`config.mk`:
```
export PLATFORM = sky130hd
export DESIGN_NAME = four_voice_dds_tone_mixer
export DESIGN_NICKNAME = d
export VERILOG_FILES = /design/src/design/fvdds_pkg.sv /design/src/design/four_voice_dds_tone_mixer.sv
export SDC_FILE = /design/constraint.sdc
export NUM_CORES = 2
export LEC_CHECK = 0
export BUFFER_PORTS_ARGS = -buffer_cell sky130_fd_sc_hd__buf_2
export CORE_MARGIN = 3
export CORE_UTILIZATION = 50
export DETAILED_ROUTE_END_ITERATION = 8
export PLACE_DENSITY = 0.63
export SLEW_MARGIN = 20
export SYNTH_ARGS = -nofsm -noshare
export SYNTH_HDL_FRONTEND = slang
export SYNTH_SLANG_ARGS = --single-unit
```
`constraint.sdc`:
```
create_clock -name clk -period 9.7 [get_ports clk]
set_clock_uncertainty 0.15 [all_clocks]
set_input_delay 1.94 -clock clk [delete_from_list [all_inputs] [get_ports clk]]
set_output_delay 1.94 -clock clk [all_outputs]
set_load 0.1 [all_outputs]
```
`src/design/fvdds_pkg.sv`:
```
// Package for the four-voice DDS tone mixer: item structs, sizing constants,
// and the sine and note tuning-word ROM tables built at elaboration.
// No dependencies.
`default_nettype none

package fvdds_pkg;

	localparam int VOICES_DEF            = 4;
	localparam int PHASE_INDEX_SHIFT_DEF = 24;
	localparam int TICKS_PER_MS_DEF      = 40;

	localparam int INPUT_NOTES   = 4;
	localparam int MIX_SHIFT     = 2;
	localparam int PHASE_W       = 32;
	localparam int NOTE_W        = 7;
	localparam int MS_W          = 16;
	localparam int PRESCALE_W    = 6;
	localparam int SAMPLE_W      = 8;
	localparam int SINE_DEPTH    = 256;
	localparam int NOTE_DEPTH    = 128;
	localparam logic [63:0] CLOCK_CENTI_HZ = 64'd4000000;

	localparam logic KIND_TICK = 1'b0;
	localparam logic KIND_LOAD = 1'b1;

	typedef struct packed {
		logic              kind;
		logic [NOTE_W-1:0] note_a;
		logic [NOTE_W-1:0] note_b;
		logic [NOTE_W-1:0] note_c;
		logic [NOTE_W-1:0] note_d;
		logic [MS_W-1:0]   event_ms;
	} in_item_t;

	typedef struct packed {
		logic [SAMPLE_W-1:0] sample;
		logic                event_done;
	} out_item_t;

	typedef logic [SAMPLE_W-1:0] sine_rom_t [SINE_DEPTH];
	typedef logic [PHASE_W-1:0]  note_rom_t [NOTE_DEPTH];

	localparam logic [6:0] QUARTER_WAVE [65] = '{
		7'd0, 7'd3, 7'd6, 7'd9, 7'd12, 7'd16, 7'd19, 7'd22,
		7'd25, 7'd28, 7'd31, 7'd34, 7'd37, 7'd40, 7'd43, 7'd46,
		7'd49, 7'd51, 7'd54, 7'd57, 7'd60, 7'd63, 7'd65, 7'd68,
		7'd71, 7'd73, 7'd76, 7'd78, 7'd81, 7'd83, 7'd85, 7'd88,
		7'd90, 7'd92, 7'd94, 7'd96, 7'd98, 7'd100, 7'd102, 7'd104,
		7'd106, 7'd107, 7'd109, 7'd111, 7'd112, 7'd113, 7'd115, 7'd116,
		7'd117, 7'd118, 7'd120, 7'd121, 7'd122, 7'd122, 7'd123, 7'd124,
		7'd125, 7'd125, 7'd126, 7'd126, 7'd126, 7'd127, 7'd127, 7'd127,
		7'd127
	};

	// note frequencies in hundredths of a hertz; entries 0..7 are silent
	localparam logic [19:0] FREQ_CENTI_HZ [NOTE_DEPTH] = '{
		20'd0, 20'd0, 20'd0, 20'd0, 20'd0, 20'd0, 20'd0, 20'd0,
		20'd818, 20'd866, 20'd918, 20'd972,
		20'd1030, 20'd1091, 20'd1156, 20'd1225, 20'd1298, 20'd1375, 20'd1457, 20'd1543,
		20'd1635, 20'd1732, 20'd1835, 20'd1945, 20'd2060, 20'd2183, 20'd2312, 20'd2450,
		20'd2596, 20'd2750, 20'd2914, 20'd3087, 20'd3270, 20'd3465, 20'd3671, 20'd3889,
		20'd4120, 20'd4365, 20'd4625, 20'd4900, 20'd5191, 20'd5500, 20'd5827, 20'd6174,
		20'd6541, 20'd6930, 20'd7342, 20'd7778, 20'd8241, 20'd8731, 20'd9250, 20'd9800,
		20'd10383, 20'd11000, 20'd11654, 20'd12347, 20'd13081, 20'd13859, 20'd14683,
		20'd15556, 20'd16481, 20'd17461, 20'd18500, 20'd19600, 20'd20765, 20'd22000,
		20'd23308, 20'd24694, 20'd26163, 20'd27718, 20'd29366, 20'd31113, 20'd32963,
		20'd34923, 20'd36999, 20'd39200, 20'd41530, 20'd44000, 20'd46616, 20'd49388,
		20'd52325, 20'd55437, 20'd58733, 20'd62225, 20'd65925, 20'd69846, 20'd73999,
		20'd78399, 20'd83061, 20'd88000, 20'd93233, 20'd98777, 20'd104650, 20'd110873,
		20'd117466, 20'd124451, 20'd131851, 20'd139691, 20'd147998, 20'd156798,
		20'd166122, 20'd176000, 20'd186466, 20'd197553, 20'd209300, 20'd221746,
		20'd234932, 20'd248902, 20'd263702, 20'd279383, 20'd295996, 20'd313596,
		20'd332244, 20'd352000, 20'd372931, 20'd395107, 20'd418601, 20'd443492,
		20'd469864, 20'd497803, 20'd527404, 20'd558765, 20'd591991, 20'd627193,
		20'd664488, 20'd704000, 20'd745862, 20'd790213
	};

	// full sine wave from the quarter table, offset 128
	function automatic sine_rom_t build_sine_rom();
		sine_rom_t  rom;
		logic [1:0] quad;
		logic [6:0] k;
		logic [6:0] mag;
		for (int i = 0; i < SINE_DEPTH; i++) begin
			quad = 2'(i >> 6);
			k    = 7'(i & 63);
			mag  = quad[0] ? QUARTER_WAVE[7'd64 - k] : QUARTER_WAVE[k];
			rom[i] = quad[1] ? (8'd128 - 8'(mag)) : (8'd128 + 8'(mag));
		end
		return rom;
	endfunction

	// floor(2^32 * f / 40 kHz), f in centi-hertz
	function automatic note_rom_t build_note_rom();
		note_rom_t   rom;
		logic [63:0] num;
		for (int i = 0; i < NOTE_DEPTH; i++) begin
			num    = 64'(FREQ_CENTI_HZ[i]) << 32;
			rom[i] = 32'(num / CLOCK_CENTI_HZ);
		end
		return rom;
	endfunction

	localparam sine_rom_t SINE_ROM = build_sine_rom();
	localparam note_rom_t NOTE_ROM = build_note_rom();

endpackage

`default_nettype wire

```
`src/design/four_voice_dds_tone_mixer.sv`:
```
// Four-voice DDS tone mixer top level: phase accumulators, sine lookup,
// mix and millisecond timer. Depends on fvdds_pkg.
//
// Usage:
//   Input channel (in_valid/in_ready/in_data) carries one item per handshake.
//   kind = load: latches four note tuning words and the event length, clears
//   all phases and the millisecond count; it produces no output item.
//   kind = tick: advances every phase, mixes the four sine samples (sum >> 2,
//   clamped to 255), steps the ms prescaler, and produces one output item
//   (out_valid/out_ready/out_data) carrying the sample and event_done.
//   A tick's result is registered and presented in the cycle after the tick
//   is accepted. The whole per-item step is one register stage (32-bit phase
//   add, sine ROM, small adder tree), so throughput is one item per cycle
//   while the receiver does not stall.
//   The single output register is refilled in the cycle it drains; when the
//   receiver stalls with a result held, in_ready drops until it is taken.
//   Reset clears phases, tuning words, prescaler, counters and the output
//   valid; the tables are constant logic and need no initialization.
`default_nettype none

module four_voice_dds_tone_mixer #(
	parameter int VOICES            = fvdds_pkg::VOICES_DEF,
	parameter int PHASE_INDEX_SHIFT = fvdds_pkg::PHASE_INDEX_SHIFT_DEF,
	parameter int TICKS_PER_MS      = fvdds_pkg::TICKS_PER_MS_DEF
) (
	input  wire logic                 clk,
	input  wire logic                 arst_n,
	input  wire logic                 in_valid,
	output logic                      in_ready,
	input  wire fvdds_pkg::in_item_t  in_data,
	output logic                      out_valid,
	input  wire logic                 out_ready,
	output fvdds_pkg::out_item_t      out_data
);
	import fvdds_pkg::*;

	localparam int SUM_W = $clog2(VOICES * 255 + 1);

	logic [PHASE_W-1:0]    phase_q [VOICES];
	logic [PHASE_W-1:0]    tuning_q [VOICES];
	logic [PRESCALE_W-1:0] prescale_q;
	logic [MS_W-1:0]       elapsed_q;
	logic [MS_W-1:0]       duration_q;
	logic                  out_valid_q;
	out_item_t             out_data_q;

	logic [PHASE_W-1:0]    phase_nx [VOICES];
	logic [PHASE_W-1:0]    tuning_ld [VOICES];
	logic [SUM_W-1:0]      mix_sum;
	logic [SUM_W-1:0]      mix_shr;
	logic [SAMPLE_W-1:0]   mix_clamped;
	logic [PRESCALE_W-1:0] prescale_inc;
	logic                  ms_wrap;
	logic [PRESCALE_W-1:0] prescale_nx;
	logic [MS_W-1:0]       elapsed_nx;
	logic                  accept;
	logic                  is_load;

	assign in_ready  = !out_valid_q || out_ready;
	assign accept    = in_valid && in_ready;
	assign is_load   = (in_data.kind == KIND_LOAD);
	assign out_valid = out_valid_q;
	assign out_data  = out_data_q;

	for (genvar v = 0; v < VOICES; v++) begin : g_voice
		if (v == 0) begin : g_na
			assign tuning_ld[v] = NOTE_ROM[in_data.note_a];
		end else if (v == 1) begin : g_nb
			assign tuning_ld[v] = NOTE_ROM[in_data.note_b];
		end else if (v == 2) begin : g_nc
			assign tuning_ld[v] = NOTE_ROM[in_data.note_c];
		end else if (v == 3) begin : g_nd
			assign tuning_ld[v] = NOTE_ROM[in_data.note_d];
		end else begin : g_silent
			assign tuning_ld[v] = '0;
		end
		assign phase_nx[v] = phase_q[v] + tuning_q[v];
	end

	always_comb begin
		logic [SAMPLE_W-1:0] idx;
		mix_sum = '0;
		for (int v = 0; v < VOICES; v++) begin
			idx     = SAMPLE_W'(phase_nx[v] >> PHASE_INDEX_SHIFT);
			mix_sum = mix_sum + SUM_W'(SINE_ROM[idx]);
		end
	end

	assign mix_shr     = mix_sum >> MIX_SHIFT;
	assign mix_clamped = (mix_shr > SUM_W'(255)) ? 8'hFF : SAMPLE_W'(mix_shr);

	assign prescale_inc = prescale_q + PRESCALE_W'(1);
	assign ms_wrap      = (prescale_inc >= PRESCALE_W'(TICKS_PER_MS));
	assign prescale_nx  = ms_wrap ? '0 : prescale_inc;
	// elapsed count saturates instead of wrapping
	assign elapsed_nx   = (ms_wrap && (elapsed_q != '1)) ? elapsed_q + MS_W'(1) : elapsed_q;

	always_ff @(posedge clk or negedge arst_n) begin
		if (!arst_n) begin
			for (int v = 0; v < VOICES; v++) begin
				phase_q[v]  <= '0;
				tuning_q[v] <= '0;
			end
			prescale_q  <= '0;
			elapsed_q   <= '0;
			duration_q  <= '0;
			out_valid_q <= 1'b0;
		end else begin
			if (accept && !is_load)
				out_valid_q <= 1'b1;
			else if (out_ready)
				out_valid_q <= 1'b0;
			if (accept) begin
				if (is_load) begin
					for (int v = 0; v < VOICES; v++) begin
						phase_q[v]  <= '0;
						tuning_q[v] <= tuning_ld[v];
					end
					duration_q <= in_data.event_ms;
					elapsed_q  <= '0;
				end else begin
					for (int v = 0; v < VOICES; v++)
						phase_q[v] <= phase_nx[v];
					prescale_q  <= prescale_nx;
					elapsed_q   <= elapsed_nx;
				end
			end
		end
	end

	always_ff @(posedge clk) begin
		if (accept && !is_load) begin
			out_data_q.sample     <= mix_clamped;
			out_data_q.event_done <= (elapsed_nx > duration_q);
		end
	end

endmodule

`default_nettype wire

```
==> reports/metrics.cfg <==
[worst_setup_path]
worstSetupEndpointType=flop
slowest_stage=ha_1
setup.worst_path.class=reg2reg
path_depth=31
max_stage_delay_ps=700
crit_buf_inv=3
r2r_setup_slack_ps=1700
timing.critical_path.fanout_max=19
crit_required_ps=9940
rr_endpoint=out_data[8]$_DFFE_PP_
cp_top_family=compound AO/OA/AOI/OAI gates
timing.critical_path.mode_cell=fa_1
timing.critical_path.from_type=flop
worst_ep_arrival_time_ps=8240
worstReg2RegStart=phase_q[64]$_DFFE_PN0P_
ff2ff_path_depth=31

[timing]
unrepaired_setup_endpoints_after_global_routing=no
timing.hold.ws_ps=333.8
hold_violations=0
totalNegativeSetupSlack_ps=0
maxSlewHeadroom_pct=15.93
fmax_mhz=125.0
report.final.slew_viol_count=0
worst_tran_pin_value_ps=1256
fin_crit_sh_pct=82.50
number_of_endpoints_failing_setup_at_the_final_stage=0
final_period_minus_worst_setup_slack_ps=8003

[logic_synthesis]
synth.area.mux_share_pct=3.572
synth_seq_cells=296
synth.largest_area_cell=dfrtp_1
synth.yosys.seq_area_share_pct=18.23
synth-adder-area-share_pct=8.663
synth_top_area_share_pct=17.57
netlist_instances=5994
synth_enable_flop_cells=9
avgSynthCellArea_um2=6.819
synth-compound-area-share_pct=38.26
synth.lib_cells_used.distinct=107
xor_xnor_portion_of_the_synthesized_cell_area_pct=2.822
synth-simple-area-share_pct=21.91
synth_fp_nets=6312
post_synth_instance_area_um2=40870
asyncSetResetFlopFracSynth_pct=96.96
synthesis.yosys.warnings=0
synth-main-ff-cell=dfrtp_1
main_combinational_cell_family_by_area_after_synthesis=compound AO/OA/AOI/OAI gates
top_cells_by_area_in_the_synthesized_netlist=dfrtp_1, o21ai_0, nand2_1

[placement]
io_buffer_count=59
hpwl_mm=107.2
replace_congestion=1.026
post_dp_cell_area_um2=41170

[cells_and_area]
proportion_of_layout_cells_with_a_drive_suffix_above_1_pct=6.363
mostFrequentLayoutCells=nand2_1, o21ai_0, a21oi_1
postLayoutCellArea_um2=42360
finish.net_count=5950
post_synthesis_to_final_layout_area_growth_pct=3.634
layout_commonest_cell=nand2_1

[route]
ant_nets=0
drt-total-wl_mm=157.9
num_vias=47270
wl_per_cell_um=23.49
drt-pass1-iter-count=7
viasPerCell=7.034
dr.first_iter.drc_count=7880
count_of_unresolved_drc_violations_after_routing=0

[cts]
hold_buffers=0
clock_insertion_delay_worst_skew_ps=560
clk_tree_root_cell=clkbuf_16
max-clock-path-buffers=3
cts_sinks=296
post-cts-setup-buffers=0
cts_repair_resize_count=0
reg_clk_slew_reported_paths_ps=60
cts_tree=built
tritoncts.num_buffers=35
cts.htree.levels=2

[grt]
grt_start_max_net_pins=167
globalRouteTotalUtil_pct=35.19
antenna_violations_before_repair=4
gr-total-overflow=0
grt_pass1_vias=42870
grt_first_pass_wirelength_mm=246.8

[floorplanning]
floorplan.die.width_um=291.9
die_height_um=291.9
initial_utilization_pct=50.58
fp.dieArea_um2=85210
floorplan.core_area_um2=80810
core.rowCount=104
number_of_i_o_pins=60

[hold_path]
holdCritPathClass=reg2reg
end_point_of_the_most_critical_hold_path=tuning_q[44]$_DFFE_PN0P_
whs_path_depth=2
hp-start=tuning_q[44]$_DFFE_PN0P_

[power_and_ir_drop]
ir_drop_mv=0.7515
power-per-cell-area_nw_per_um2=336.5
power.total_mw=14.26
total_leakage_power_nw=17.40

[outcome]
status=finished, final reports clean

[run]
maximum_capacitance_violations=0

[logic make-up after synthesis]
| group | count (synthesis) |
|---|---|
| xor gates and xnor gates | 130 |
| AOI/OAI and AO/OA | 2455 |
| DFF | 296 |
| muxes | 104 |
| buffers and inverters | 699 |
| and+or+nand+nor | 2040 |
| adders and majority gates | 270 |
[worst min-delay path, cell delays in order, from the launching register on]
cell,delay (ps)
dfrtp_1,340
nand2_1,50
o21ai_0,60
[cell type report]
type | instances | area, um^2
repair buffers | 144 | 985.9
clock inverters | 11 | 148.9
well taps | 1060 | 1326
clock buffers | 52 | 1031
diodes | 2 | 5.005
multi-input cells | 4999 | 30820
flip-flops and latches | 296 | 7452
inverters | 156 | 585.6
fillers | 8170 | 38450
[worst max path at each step]
stage                                  startpoint                     to  slack (ps)
after global placement    phase_q[32]$_DFFE_PN0P_  out_data[8]$_DFFE_PP_        1890
final                     phase_q[64]$_DFFE_PN0P_  out_data[8]$_DFFE_PP_        1700
after global routing      phase_q[64]$_DFFE_PN0P_  out_data[8]$_DFFE_PP_        1150
after detailed placement  phase_q[32]$_DFFE_PN0P_  out_data[8]$_DFFE_PP_        1840
after CTS                 phase_q[32]$_DFFE_PN0P_  out_data[8]$_DFFE_PP_        1810
after floorplan           phase_q[32]$_DFFE_PN0P_  out_data[6]$_DFFE_PP_        2780
[report_power, final]
part	switching, mW	total (mW)	internal (mW)	leakage [nW]
logic	6.88	10.9	3.98	13.0
clock network	0.562	1.38	0.819	0.582
registers	0.241	2.02	1.77	3.80
[flip-flops by register name (all words and copies together) (netlist names)]
signal	flops
tuning_q	120
out_data	9
out_valid	1
prescale_q	6
duration_q	16
phase_q	128
elapsed_q	16
[through the flow]
stage	worst slack, ps	instances	util [%]
after global placement	1889	6655	50.95
after detailed placement	1841	6655	50.95
after global routing	1145	6718	52.41
after floorplan	2781	5994	-
final	1697	6720	52.42
after CTS	1809	6718	52.41
[per-layer routing]
layer | wire, um | global-route usage, % | vias to the layer above | part of all wire, %
li1 | - | - | 21545 | -
met1 | 67530 | 50.73 | 21928 | 43
met2 | 64730 | 51.33 | 3164 | 41
met3 | 18460 | 7.370 | 629 | 12
met4 | 7103 | 13.66 | 4 | 4.5
met5 | 24 | 0 | - | 0.015
[cells in the mapped netlist, types with 19 or more instances]
| cell | instances |
|---|---|
| or3_1 | 41 |
| nor3_1 | 161 |
| xor2_1 | 59 |
| a22o_1 | 23 |
| nand3_1 | 160 |
| a211o_1 | 20 |
| o22ai_1 | 70 |
| a211oi_1 | 144 |
| a21oi_1 | 602 |
| o221ai_1 | 38 |
| o311ai_0 | 40 |
| dfrtp_1 | 287 |
| or2_2 | 29 |
| ha_1 | 247 |
| o21ai_0 | 720 |
| and2_1 | 25 |
| a2111oi_0 | 20 |
| mux2i_1 | 39 |
| mux2_2 | 35 |
| fa_1 | 22 |
| a21o_1 | 86 |
| o31ai_1 | 51 |
| o21a_1 | 36 |
| nand4_1 | 27 |
| nor2b_1 | 42 |
| mux4_2 | 30 |
| nand2_1 | 849 |
| a311oi_1 | 65 |
| a31oi_1 | 112 |
| o2111ai_1 | 27 |
| and3_1 | 33 |
| nor2_1 | 551 |
| clkbuf_1 | 441 |
| inv_1 | 143 |
| buf_1 | 73 |
| xnor2_1 | 69 |
| o211ai_1 | 95 |
| a221oi_1 | 64 |
| a22oi_1 | 19 |
| nand2b_1 | 64 |
| buf_2 | 25 |
Note: power is estimated with default switching activity, not from simulation.
